--- src/sv/dpfd_pkg.sv ---
// Types and constants of the differential pressure frame decoder.
package dpfd_pkg;

  // Result codes.
  localparam logic [2:0] CODE_NEW      = 3'd0;
  localparam logic [2:0] CODE_SAME     = 3'd1;
  localparam logic [2:0] CODE_BUS      = 3'd2;
  localparam logic [2:0] CODE_RESERVED = 3'd3;
  localparam logic [2:0] CODE_STALE    = 3'd4;
  localparam logic [2:0] CODE_FAULT    = 3'd5;
  localparam logic [2:0] CODE_BAD_TEMP = 3'd6;

  // Sensor status field.
  localparam logic [1:0] STATUS_NORMAL   = 2'd0;
  localparam logic [1:0] STATUS_RESERVED = 2'd1;
  localparam logic [1:0] STATUS_STALE    = 2'd2;
  localparam logic [1:0] STATUS_FAULT    = 2'd3;

  localparam logic [10:0] TEMP_INVALID = 11'd2047;
  localparam logic [14:0] PRESS_SPAN   = 15'd16383;
  localparam logic [15:0] ERR_MAX      = 16'hFFFF;

  // Pressure: q = floor(mag * 6894757 / 819150 + 1/2). The reciprocal is rounded up;
  // with 34 fraction bits its error stays below the 1/819150 spacing of the result.
  localparam int unsigned PRESS_SHIFT = 34;
  localparam int unsigned PRESS_LO_W  = 19;
  localparam logic [63:0] PRESS_RECIP =
    ((64'd6894757 << PRESS_SHIFT) + 64'd819150 - 64'd1) / 64'd819150;
  localparam logic [18:0] PRESS_RECIP_LO = PRESS_RECIP[18:0];
  localparam logic [18:0] PRESS_RECIP_HI = PRESS_RECIP[37:19];
  localparam logic [33:0] PRESS_HALF     = 34'h2_0000_0000;

  // Temperature: q = floor((51200 * t + 1023) / 2047), both constants rounded up.
  localparam int unsigned TEMP_SHIFT = 24;
  localparam logic [63:0] TEMP_RECIP =
    ((64'd51200 << TEMP_SHIFT) + 64'd2046) / 64'd2047;
  localparam logic [63:0] TEMP_ROUND =
    ((64'd1023 << TEMP_SHIFT) + 64'd2046) / 64'd2047;
  localparam logic signed [16:0] TEMP_OFFSET = 17'sd12800;

  // Classified frame handed from the decode stage to the scaling pipeline.
  typedef struct packed {
    logic [2:0]  code;
    logic        neg;
    logic [13:0] mag;
    logic [10:0] tcount;
    logic [15:0] err_total;
  } item_t;

endpackage

--- src/sv/dpfd_if.sv ---
// Valid/ready channel interfaces for frames in and decoded readings out.
interface dpfd_in_if;
  logic        valid;
  logic        ready;
  logic [31:0] frame;
  logic        bus_failed;

  modport source (output valid, output frame, output bus_failed, input ready);
  modport sink (input valid, input frame, input bus_failed, output ready);
endinterface

interface dpfd_out_if;
  logic               valid;
  logic               ready;
  logic [2:0]         result_code;
  logic signed [18:0] pressure_sixteenth_pa;
  logic signed [16:0] temperature_q8;
  logic [15:0]        error_total;

  modport source (output valid, output result_code, output pressure_sixteenth_pa,
                  output temperature_q8, output error_total, input ready);
  modport sink (input valid, input result_code, input pressure_sixteenth_pa,
                input temperature_q8, input error_total, output ready);
endinterface

--- src/sv/dpfd_classify.sv ---
// Frame classification, change detection and the saturating error counter.
module dpfd_classify (
  input  logic            clk,
  input  logic            rst_n,
  input  logic            accept,
  input  logic [31:0]     frame,
  input  logic            bus_failed,
  output dpfd_pkg::item_t item
);

  logic [13:0] last_p_r, last_p_nxt;
  logic [10:0] last_t_r, last_t_nxt;
  logic [15:0] err_r, err_nxt;

  logic [1:0]  status;
  logic [13:0] p;
  logic [10:0] t;
  logic [14:0] twice_p;
  logic [14:0] diff;
  logic        bump;
  logic        take;
  logic [2:0]  code;

  assign status  = frame[31:30];
  assign p       = frame[29:16];
  assign t       = frame[15:5];
  assign twice_p = {p, 1'b0};

  // The signed span 16383 - 2P changes sign exactly when the top count bit is set.
  assign diff = p[13] ? (twice_p - dpfd_pkg::PRESS_SPAN) : (dpfd_pkg::PRESS_SPAN - twice_p);

  always_comb begin
    bump = 1'b0;
    take = 1'b0;
    code = dpfd_pkg::CODE_SAME;
    if (bus_failed) begin
      bump = 1'b1;
      code = dpfd_pkg::CODE_BUS;
    end else begin
      unique case (status)
        dpfd_pkg::STATUS_RESERVED: code = dpfd_pkg::CODE_RESERVED;
        dpfd_pkg::STATUS_STALE:    code = dpfd_pkg::CODE_STALE;
        dpfd_pkg::STATUS_FAULT: begin
          bump = 1'b1;
          code = dpfd_pkg::CODE_FAULT;
        end
        default: begin
          if (t == dpfd_pkg::TEMP_INVALID) begin
            bump = 1'b1;
            code = dpfd_pkg::CODE_BAD_TEMP;
          end else if (p != last_p_r || t != last_t_r) begin
            take = 1'b1;
            code = dpfd_pkg::CODE_NEW;
          end
        end
      endcase
    end
  end

  assign err_nxt    = (bump && err_r != dpfd_pkg::ERR_MAX) ? err_r + 16'd1 : err_r;
  assign last_p_nxt = take ? p : last_p_r;
  assign last_t_nxt = take ? t : last_t_r;

  always_ff @(posedge clk) begin
    if (!rst_n) begin
      last_p_r <= '0;
      last_t_r <= '0;
      err_r    <= '0;
    end else if (accept) begin
      last_p_r <= last_p_nxt;
      last_t_r <= last_t_nxt;
      err_r    <= err_nxt;
    end
  end

  assign item.code      = code;
  assign item.neg       = p[13];
  assign item.mag       = diff[13:0];
  assign item.tcount    = t;
  assign item.err_total = err_nxt;

endmodule

--- src/sv/diff_pressure_frame_decoder.sv ---
// Differential pressure frame decoder: classify into an input register, scale into the output.
// A frame is held in the input register and then in the output register before it is offered.
// Throughput: one frame per cycle; the input and output registers each take a new item
// every cycle and stall only when full while the register after them cannot take it.
// Reset (synchronous, rst_n low) empties both registers and zeroes the last counts and
// the error counter.
module diff_pressure_frame_decoder (
  input logic        clk,
  input logic        rst_n,
  dpfd_in_if.sink    in_ch,
  dpfd_out_if.source out_ch
);

  dpfd_pkg::item_t item;
  logic            accept;
  logic            s1_rdy, out_rdy;

  // Input register: classified item.
  logic            s1_v_r, s1_v_nxt;
  dpfd_pkg::item_t s1_r;

  // Scaling logic between the two registers.
  logic [32:0]        pp_hi;
  logic [33:0]        pp_lo;
  logic [52:0]        press_sum;
  logic [17:0]        press_q;
  logic [40:0]        temp_sum;
  logic [15:0]        temp_q;
  logic signed [18:0] press_val;
  logic signed [16:0] temp_val;

  // Output register.
  logic               out_v_r, out_v_nxt;
  logic [2:0]         out_code_r;
  logic signed [18:0] out_press_r;
  logic signed [16:0] out_temp_r;
  logic [15:0]        out_err_r;

  assign out_rdy = !out_v_r || out_ch.ready;
  assign s1_rdy  = !s1_v_r || out_rdy;
  assign in_ch.ready = s1_rdy;
  assign accept  = in_ch.valid && s1_rdy;

  dpfd_classify u_classify (
    .clk        (clk),
    .rst_n      (rst_n),
    .accept     (accept),
    .frame      (in_ch.frame),
    .bus_failed (in_ch.bus_failed),
    .item       (item)
  );

  assign s1_v_nxt  = s1_rdy ? in_ch.valid : s1_v_r;
  assign out_v_nxt = out_rdy ? s1_v_r : out_v_r;

  always_ff @(posedge clk) begin
    if (!rst_n) begin
      s1_v_r  <= 1'b0;
      out_v_r <= 1'b0;
    end else begin
      s1_v_r  <= s1_v_nxt;
      out_v_r <= out_v_nxt;
    end
  end

  always_ff @(posedge clk) begin
    if (accept) begin
      s1_r <= item;
    end
  end

  // Pressure reciprocal in two 19-bit halves; the rounding half rides on the low half.
  assign pp_hi    = 33'(s1_r.mag) * 33'(dpfd_pkg::PRESS_RECIP_HI);
  assign pp_lo    = 34'(33'(s1_r.mag) * 33'(dpfd_pkg::PRESS_RECIP_LO))
                    + dpfd_pkg::PRESS_HALF;
  assign temp_sum = 41'(s1_r.tcount) * 41'(dpfd_pkg::TEMP_RECIP)
                    + 41'(dpfd_pkg::TEMP_ROUND);
  assign temp_q   = temp_sum[dpfd_pkg::TEMP_SHIFT +: 16];

  assign press_sum = 53'({pp_hi, {dpfd_pkg::PRESS_LO_W{1'b0}}}) + 53'(pp_lo);
  assign press_q   = press_sum[dpfd_pkg::PRESS_SHIFT +: 18];

  always_comb begin
    press_val = '0;
    temp_val  = '0;
    if (s1_r.code == dpfd_pkg::CODE_NEW) begin
      press_val = s1_r.neg ? -$signed({1'b0, press_q}) : $signed({1'b0, press_q});
      temp_val  = $signed({1'b0, temp_q}) - dpfd_pkg::TEMP_OFFSET;
    end
  end

  always_ff @(posedge clk) begin
    if (s1_v_r && out_rdy) begin
      out_code_r  <= s1_r.code;
      out_press_r <= press_val;
      out_temp_r  <= temp_val;
      out_err_r   <= s1_r.err_total;
    end
  end

  assign out_ch.valid                 = out_v_r;
  assign out_ch.result_code           = out_code_r;
  assign out_ch.pressure_sixteenth_pa = out_press_r;
  assign out_ch.temperature_q8        = out_temp_r;
  assign out_ch.error_total           = out_err_r;

endmodule

--- src/flat_wrapper.sv ---
// flat-port wrapper written by rule: the top's interface ports become plain ports
module diff_pressure_frame_decoder_flat 
  (clk, rst_n, in_ch_valid, in_ch_frame, in_ch_bus_failed, in_ch_ready, out_ch_valid, out_ch_result_code, out_ch_pressure_sixteenth_pa, out_ch_temperature_q8, out_ch_error_total, out_ch_ready);
  dpfd_in_if in_ch_i ();
  dpfd_out_if out_ch_i ();
  input logic clk;
  input logic rst_n;
  input wire logic [$bits(in_ch_i.valid)-1:0] in_ch_valid;
  input wire logic [$bits(in_ch_i.frame)-1:0] in_ch_frame;
  input wire logic [$bits(in_ch_i.bus_failed)-1:0] in_ch_bus_failed;
  output wire logic [$bits(in_ch_i.ready)-1:0] in_ch_ready;
  output wire logic [$bits(out_ch_i.valid)-1:0] out_ch_valid;
  output wire logic [$bits(out_ch_i.result_code)-1:0] out_ch_result_code;
  output wire logic [$bits(out_ch_i.pressure_sixteenth_pa)-1:0] out_ch_pressure_sixteenth_pa;
  output wire logic [$bits(out_ch_i.temperature_q8)-1:0] out_ch_temperature_q8;
  output wire logic [$bits(out_ch_i.error_total)-1:0] out_ch_error_total;
  input wire logic [$bits(out_ch_i.ready)-1:0] out_ch_ready;
  assign in_ch_i.valid = in_ch_valid;
  assign in_ch_i.frame = in_ch_frame;
  assign in_ch_i.bus_failed = in_ch_bus_failed;
  assign in_ch_ready = in_ch_i.ready;
  assign out_ch_valid = out_ch_i.valid;
  assign out_ch_result_code = out_ch_i.result_code;
  assign out_ch_pressure_sixteenth_pa = out_ch_i.pressure_sixteenth_pa;
  assign out_ch_temperature_q8 = out_ch_i.temperature_q8;
  assign out_ch_error_total = out_ch_i.error_total;
  assign out_ch_i.ready = out_ch_ready;
  diff_pressure_frame_decoder u_core (.clk(clk), .rst_n(rst_n), .in_ch(in_ch_i), .out_ch(out_ch_i));
endmodule
--- config.mk ---
export PLATFORM = sky130hd
export DESIGN_NAME = diff_pressure_frame_decoder_flat
export DESIGN_NICKNAME = d
export VERILOG_FILES = /design/src/sv/dpfd_pkg.sv /design/src/sv/dpfd_if.sv /design/src/sv/dpfd_classify.sv /design/src/sv/diff_pressure_frame_decoder.sv /design/src/flat_wrapper.sv
export SDC_FILE = /design/constraint.sdc
export NUM_CORES = 1
export LEC_CHECK = 0
export BUFFER_PORTS_ARGS = -buffer_cell sky130_fd_sc_hd__buf_2
export CAP_MARGIN = 20
export CORE_UTILIZATION = 40
export CTS_CLUSTER_DIAMETER = 200
export DETAILED_ROUTE_END_ITERATION = 10
export GPL_TIMING_DRIVEN = 0
export SYNTH_ARGS = -nofsm -noshare
export SYNTH_HDL_FRONTEND = slang
export SYNTH_SLANG_ARGS = --single-unit
export TNS_END_PERCENT = 100
--- constraint.sdc ---
create_clock -name clk -period 11.9 [get_ports clk]
set_input_delay 1.19 -clock clk [delete_from_list [all_inputs] [get_ports clk]]
set_output_delay 1.19 -clock clk [all_outputs]
set_load 0.05 [all_outputs]
; ---- After elaboration in Yosys (flattened, before gate mapping)
; Cells that the tools add are included.
[word_totals]
inputBits = 37
ff_bits = 143
out_inout_bits = 57
elab_cells = 59
[classes]
n_reduce_logical = 13
addsub = 8
eq_ne = 7
mux = 13
multipliers = 3
[op_table]
columns = operator, count
row1 = $add A52 B34 Y52, 1
row2 = $add A40 B23 Y40 const B, 1
row3 = $mul A11 B29 Y40 const B, 1
row4 = $add A30 B34 Y34 const B, 1
row5 = $mul A14 B19 Y33 const B, 1
row6 = $mul A14 B16 Y30 const B, 1
row7 = $neg A18 Y19, 1
row8 = $mux W18, 1
row9 = $sub A16 B14 Y17 const B, 1
row10 = $add A16 B1 Y16 const B, 1
row11 = $mux W16, 1
row12 = $ne A16 B16 Y1 const B, 1
row13 = $mux W14, 1
row14 = $ne A14 B14 Y1, 1
row15 = $sub A14 B14 Y14 const A, 1
row16 = $sub A14 B14 Y14 const B, 1
row17 = $eq A11 B11 Y1 const B, 1
row18 = $ne A11 B11 Y1, 1
row19 = $pmux W3 S3, 1
row20 = $mux W1, 7
row21 = $eq A2 B2 Y1 const B, 2
row22 = $reduce_and A2 Y1, 2
row23 = $logic_and A1 B1 Y1, 3
row24 = $logic_not A3 Y1, 1
row25 = other kinds (7), 10

; ---- Depth between registers and ports, before layout
[logic_depth]
depth_word = 7
mapped_depth = 37
depth_no_buf = 37

; ---- By module
; Synthesis repeated with hierarchy kept, for this count alone.
[hier_totals]
hier_cells = 1885
hier_area_um2 = 19333.5
[by_module_without_submodules]
columns = mod, seq_area_each_um2, area_per_inst_um2, cells_per_inst, n_inst
row1 = diff_pressure_frame_decoder, 3042.9, 16872.4, 1617, 1
row2 = dpfd_classify, 820.8, 2461.1, 268, 1

; ---- Least setup slack after synthesis
; No wires, ideal clock.
[synth_timing]
kind = flip-flop to flip-flop
startpoint = register u_core.s1_r[29] (netlist bit)
endpoint = register u_core.out_press_r[18] (netlist: u_core.out_ch.pressure_sixteenth_pa[18]), data pin
path_slack_ns = 2.896
path_stages_with_launch = 35
arrival_time_ns = 8.731
setup_ns = 0.273
n_path_buf = 0
synth_period_minus_slack_ns = 9.004
required_time_ns = 11.627
cell_sequence = edfxtp_1 > ha_1 > fa_1 > fa_1 > inv_1 > fa_1 > inv_1 > fa_1 > ha_1 > ha_1 > and4b_1 > a21oi_1 > a21boi_0 > o21ai_0 > nand2b_1 > a21oi_1 > o311ai_0 > a21o_1 > a41o_1 > a211oi_1 > o21bai_1 > and2_1 > ha_1 > nand4_1 > or4_1 > or3_1 > a21o_1 > o211ai_2 > o311ai_2 > nor4_4 > nand4_4 > or3_4 > a211o_1 > nor2_1 > a211oi_1
[synth_via]
elab_chain_len = 4
word_cells_on_any_way = 5
classes_between = add/sub: 3 / mul: 2
[synth_rtl]
columns = item, line
row1 = start: declaration, diff_pressure_frame_decoder.sv:20  ; dpfd_pkg::item_t s1_r;
row2 = start signal: assignment, diff_pressure_frame_decoder.sv:68  ; s1_r <= item;
row3 = $mul A14 B16 Y30, diff_pressure_frame_decoder.sv:74  ; assign pp_lo = 34'(33'(s1_r.mag) * 33'(dpfd_pkg::PRESS_RECIP_LO))
row4 = $add A30 B34 Y34, diff_pressure_frame_decoder.sv:75  ; + dpfd_pkg::PRESS_HALF;
row5 = $add A52 B34 Y52 (*), diff_pressure_frame_decoder.sv:80  ; assign press_sum = 53'({pp_hi, {dpfd_pkg::PRESS_LO_W{1'b0}}}) + 53'(pp_lo);
row6 = $neg A18 Y19 (*), diff_pressure_frame_decoder.sv:87  ; press_val = s1_r.neg ? -$signed({1'b0, press_q}) : $signed({1'b0, press_q});
row7 = end signal: assignment, diff_pressure_frame_decoder.sv:95  ; out_press_r <= press_val;
row8 = end: declaration, diff_pressure_frame_decoder.sv:35  ; logic signed [18:0] out_press_r;
; Every way passes the cells marked *; elsewhere a longest branch is shown, timed or not.
; A chain may end at the register's enable or synchronous reset.

; ---- Worst setup path in the final report
[layout_timing]
startpoint = register u_core.s1_r[35] (netlist bit)
endpoint = register u_core.out_press_r[14] (netlist: u_core.out_ch.pressure_sixteenth_pa[14]), data pin
[layout_via]
elab_chain_len = 5
word_cells_on_any_way = 6
classes_between = add/sub: 3 / mul: 2 / mux: 1
[layout_rtl]
columns = item, line
row1 = $mul A14 B16 Y30, diff_pressure_frame_decoder.sv:74
row2 = $add A30 B34 Y34, diff_pressure_frame_decoder.sv:75
row3 = $add A52 B34 Y52 (*), diff_pressure_frame_decoder.sv:80
row4 = $neg A18 Y19, diff_pressure_frame_decoder.sv:87
row5 = $mux W18 (*), diff_pressure_frame_decoder.sv:87
; Marked as above.

==> results.yml <==
logic_synthesis:
  synthTopCellsByArea: "ha_1 25%, fa_1 19%, edfxtp_1 16%"
  syn_area_um2: 18830
  syn_inst: 1876
  async_reset_ff_share_pct: 0
  synth_seq_cells: 142
  syn_area_per_cell_um2: 10.04
  ys_seq_area_share_pct: 20.36
  synth_area_leader_cell: "ha_1"
  ys.flop_type: "edfxtp_1"
  synthTopCellsByCount: "378 x ha_1, 327 x inv_1, 183 x fa_1"
  synth.net_count: 2474
  synth-edff-count: 99
  synth.most_common_cell: "ha_1"
  yosysWarnings: 0
  synth.distinct_cells: 73
  netlist.area_leader.share_pct: 25.12
placement:
  hpwl_um: 35720
  placed_area_um2: 20080
  place_congestion: 0.8875
  port_buffers: 88
  dp.cells: 2573
timing:
  hold_viol: 0
  finClkSkew_ps: 13.33
  grt_setup_unrepaired: "false"
  min_period_ps: 10950
  slew_violations: 0
  setup_tns_ps: 0
  fmax_mhz: 91.34
  relSlewSlack_pct: 37.89
  hold_slack_ps: 420.1
  period_share_pct: 92.00
  setup_viol: 0
  worst_pin_slew_ps: 924.5
final_layout:
  fin_nets: 2583
  drive_gt1_share_pct: 7.207
  design_area_um2: 20700
  stdcell_count: 2606
  syn_to_final_growth_pct: 9.921
drt:
  ant_nets: 0
  vias_per_cell: 5.047
  wl_met2_um: 19450
  routedWlPerCell_um: 16.07
  first_iter_violations: 530
  wl_met3_um: 1651
  drc_errors: 0
  num_vias: 13150
  top_layer: "met5"
  drt_first_pass_iters: 5
  finalWirelength_um: 41880
  wl_met1_um: 20070
flow_run:
  maxCapViolations: 0
cts:
  clkTransAtPathRegs_ps: 70
  cts_tree: "built"
  cts-root-buf: "clkbuf_16"
  cts_buffers: 17
  cts.path.max_buffers: 2
  ctsHtreeMaxLevel: 4
  cts_resized: 0
  cts.sinks: 142
  worstSkewPairLatency_ps: 450
  cts_hold_buf: 0
  cts_setup_buffers: 0
worst_setup_path:
  r2r_end: "u_core.out_ch.pressure_sixteenth_pa[14]"
  cp.required_ps: 12180
  r2r-start: "u_core.s1_r[35]"
  critical_path.max_stage_delay_ps: 750
  end_kind: "flip-flop"
  path_max_fanout: 10
  reg2reg_depth: 30
  critPathKind: "reg -> reg"
  critPathLaunchType: "flip-flop"
  cp_slowest_cell: "o311ai_0"
  rrSetupSlack_ps: 950
  worstPathArrival_ps: 11220
global_routing:
  grt_overflow_total: 0
  antenna_found_initial: 6
  grt_usage_pct: 18.43
  grt_pass1_vias: 13530
  grt_pass1_wl_um: 69390
  grt_max_degree: 37
status:
  status: "complete, no violations"
floorplan:
  ios: 94
  start_util_pct: 40.53
  die_area_um2: 47950
  die_h_um: 219.0
  dieWidth_um: 219.0
  num_rows: 79
  core_region_area_um2: 46460
worst_hold_path:
  hold_path_end: "u_core.out_ch.error_total[10]"
  worstHoldPathCells: 0
  hp-class: "reg -> reg"
  worstHoldStart: "u_core.s1_r[10]"
-- area by class of cell --
type / count / area [µm²]
Timing Repair Buffer: 90 / 480.5
Clock inverter: 15 / 192.7
Multi-Input combinational cell: 1380 / 13670
Antenna cell: 1 / 2.502
Clock buffer: 17 / 425.4
Fill cell: 4475 / 25760
Inverter: 328 / 1231
Buffer: 26 / 98.84
Sequential cell: 142 / 3834
Tap cell: 607 / 759.5
-- cell families after synthesis --
family | share of synthesized area, %
buffers and inverters | 7.064
AOI/OAI and AO/OA | 9.589
xor gates and xnor gates | 6.512
adders and majority gates | 44.57
muxes | 1.442
DFF | 20.36
and+or+nand+nor | 10.46
-- how the worst max path moves through the flow --
| stage | startpoint | to | slack, ps | depth (start not counted) |
|---|---|---|---|---|
| detailed placement | u_core.s1_r[35] | u_core.out_ch.pressure_sixteenth_pa[14] | 1040 | 30 |
| global placement | u_core.s1_r[28] | u_core.out_ch.pressure_sixteenth_pa[14] | 990 | 31 |
| floorplan | u_core.s1_r[29] | u_core.out_ch.pressure_sixteenth_pa[18] | 2900 | 34 |
| global route | u_core.s1_r[29] | u_core.out_ch.pressure_sixteenth_pa[14] | 340 | 34 |
| finish | u_core.s1_r[35] | u_core.out_ch.pressure_sixteenth_pa[14] | 950 | 30 |
| CTS | u_core.s1_r[35] | u_core.out_ch.pressure_sixteenth_pa[14] | 970 | 30 |
-- critical path, delay by kind of cell (launching register included) --
kind,cells,cell delay [ps]
flip-flops,1,650
adder cells (fa/ha/maj),8,3790
XOR/XNOR,2,410
buffers and inverters,2,90
AO/OA/AOI/OAI,11,3480
AND/OR/NAND/NOR,7,2340
-- per-stage QoR --
stage,utilization [%],setup WS (ps)
detailed placement,43.22,1037
global placement,43.11,992.0
global route,44.55,342.7
CTS,44.55,969.1
floorplan,-,2896
finish,44.55,952.3
-- registers in the layout (all words and copies together) (netlist names) --
signal	flops
u_core.u_classify.last_p_r	14
u_core.s1_v_r	1
u_core.u_classify.err_r	16
u_core.s1_r	44
u_core.out_ch.valid	1
u_core.out_ch.pressure_sixteenth_pa	19
u_core.out_ch.temperature_q8	17
u_core.u_classify.last_t_r	11
u_core.out_ch.error_total	16
u_core.out_ch.result_code	3
-- layer usage --
metal  vias up  track usage (%)
li1       6606                -
met1      6286            25.29
met2       200            30.09
met3        51            3.285
met4        10            4.120
met5         -                0
-- layout by cell type (no fill, tap or decap), types with 5 or more instances in the layout --
| cell type | netlist | layout |
|---|---|---|
| a211o_1 | 5 | 5 |
| a211oi_1 | 12 | 12 |
| a21boi_0 | 7 | 7 |
| a21o_1 | 42 | 42 |
| a21oi_1 | 80 | 80 |
| a31oi_1 | 9 | 9 |
| and2_1 | 25 | 25 |
| and3_1 | 19 | 19 |
| and4_1 | 9 | 9 |
| buf_2 | 1 | 89 |
| clkbuf_1 | 24 | 24 |
| clkbuf_16 | 0 | 17 |
| dfxtp_1 | 43 | 43 |
| edfxtp_1 | 99 | 99 |
| fa_1 | 183 | 183 |
| ha_1 | 378 | 378 |
| inv_1 | 327 | 326 |
| inv_8 | 0 | 5 |
| mux2i_1 | 26 | 26 |
| nand2_1 | 72 | 72 |
| nand2b_1 | 12 | 12 |
| nand3_1 | 38 | 38 |
| nand4_1 | 19 | 19 |
| nor2_1 | 93 | 93 |
| nor2b_1 | 30 | 29 |
| nor3_1 | 25 | 25 |
| nor4_1 | 8 | 8 |
| o211ai_1 | 5 | 5 |
| o21a_1 | 9 | 9 |
| o21ai_0 | 44 | 44 |
| o21bai_1 | 8 | 8 |
| o31ai_1 | 5 | 5 |
| or3_1 | 12 | 12 |
| xnor2_1 | 87 | 87 |
| xor2_1 | 53 | 53 |
Power is not shown: default switching activity piles up to over one toggle a cycle in this logic, so the estimate is an artifact.
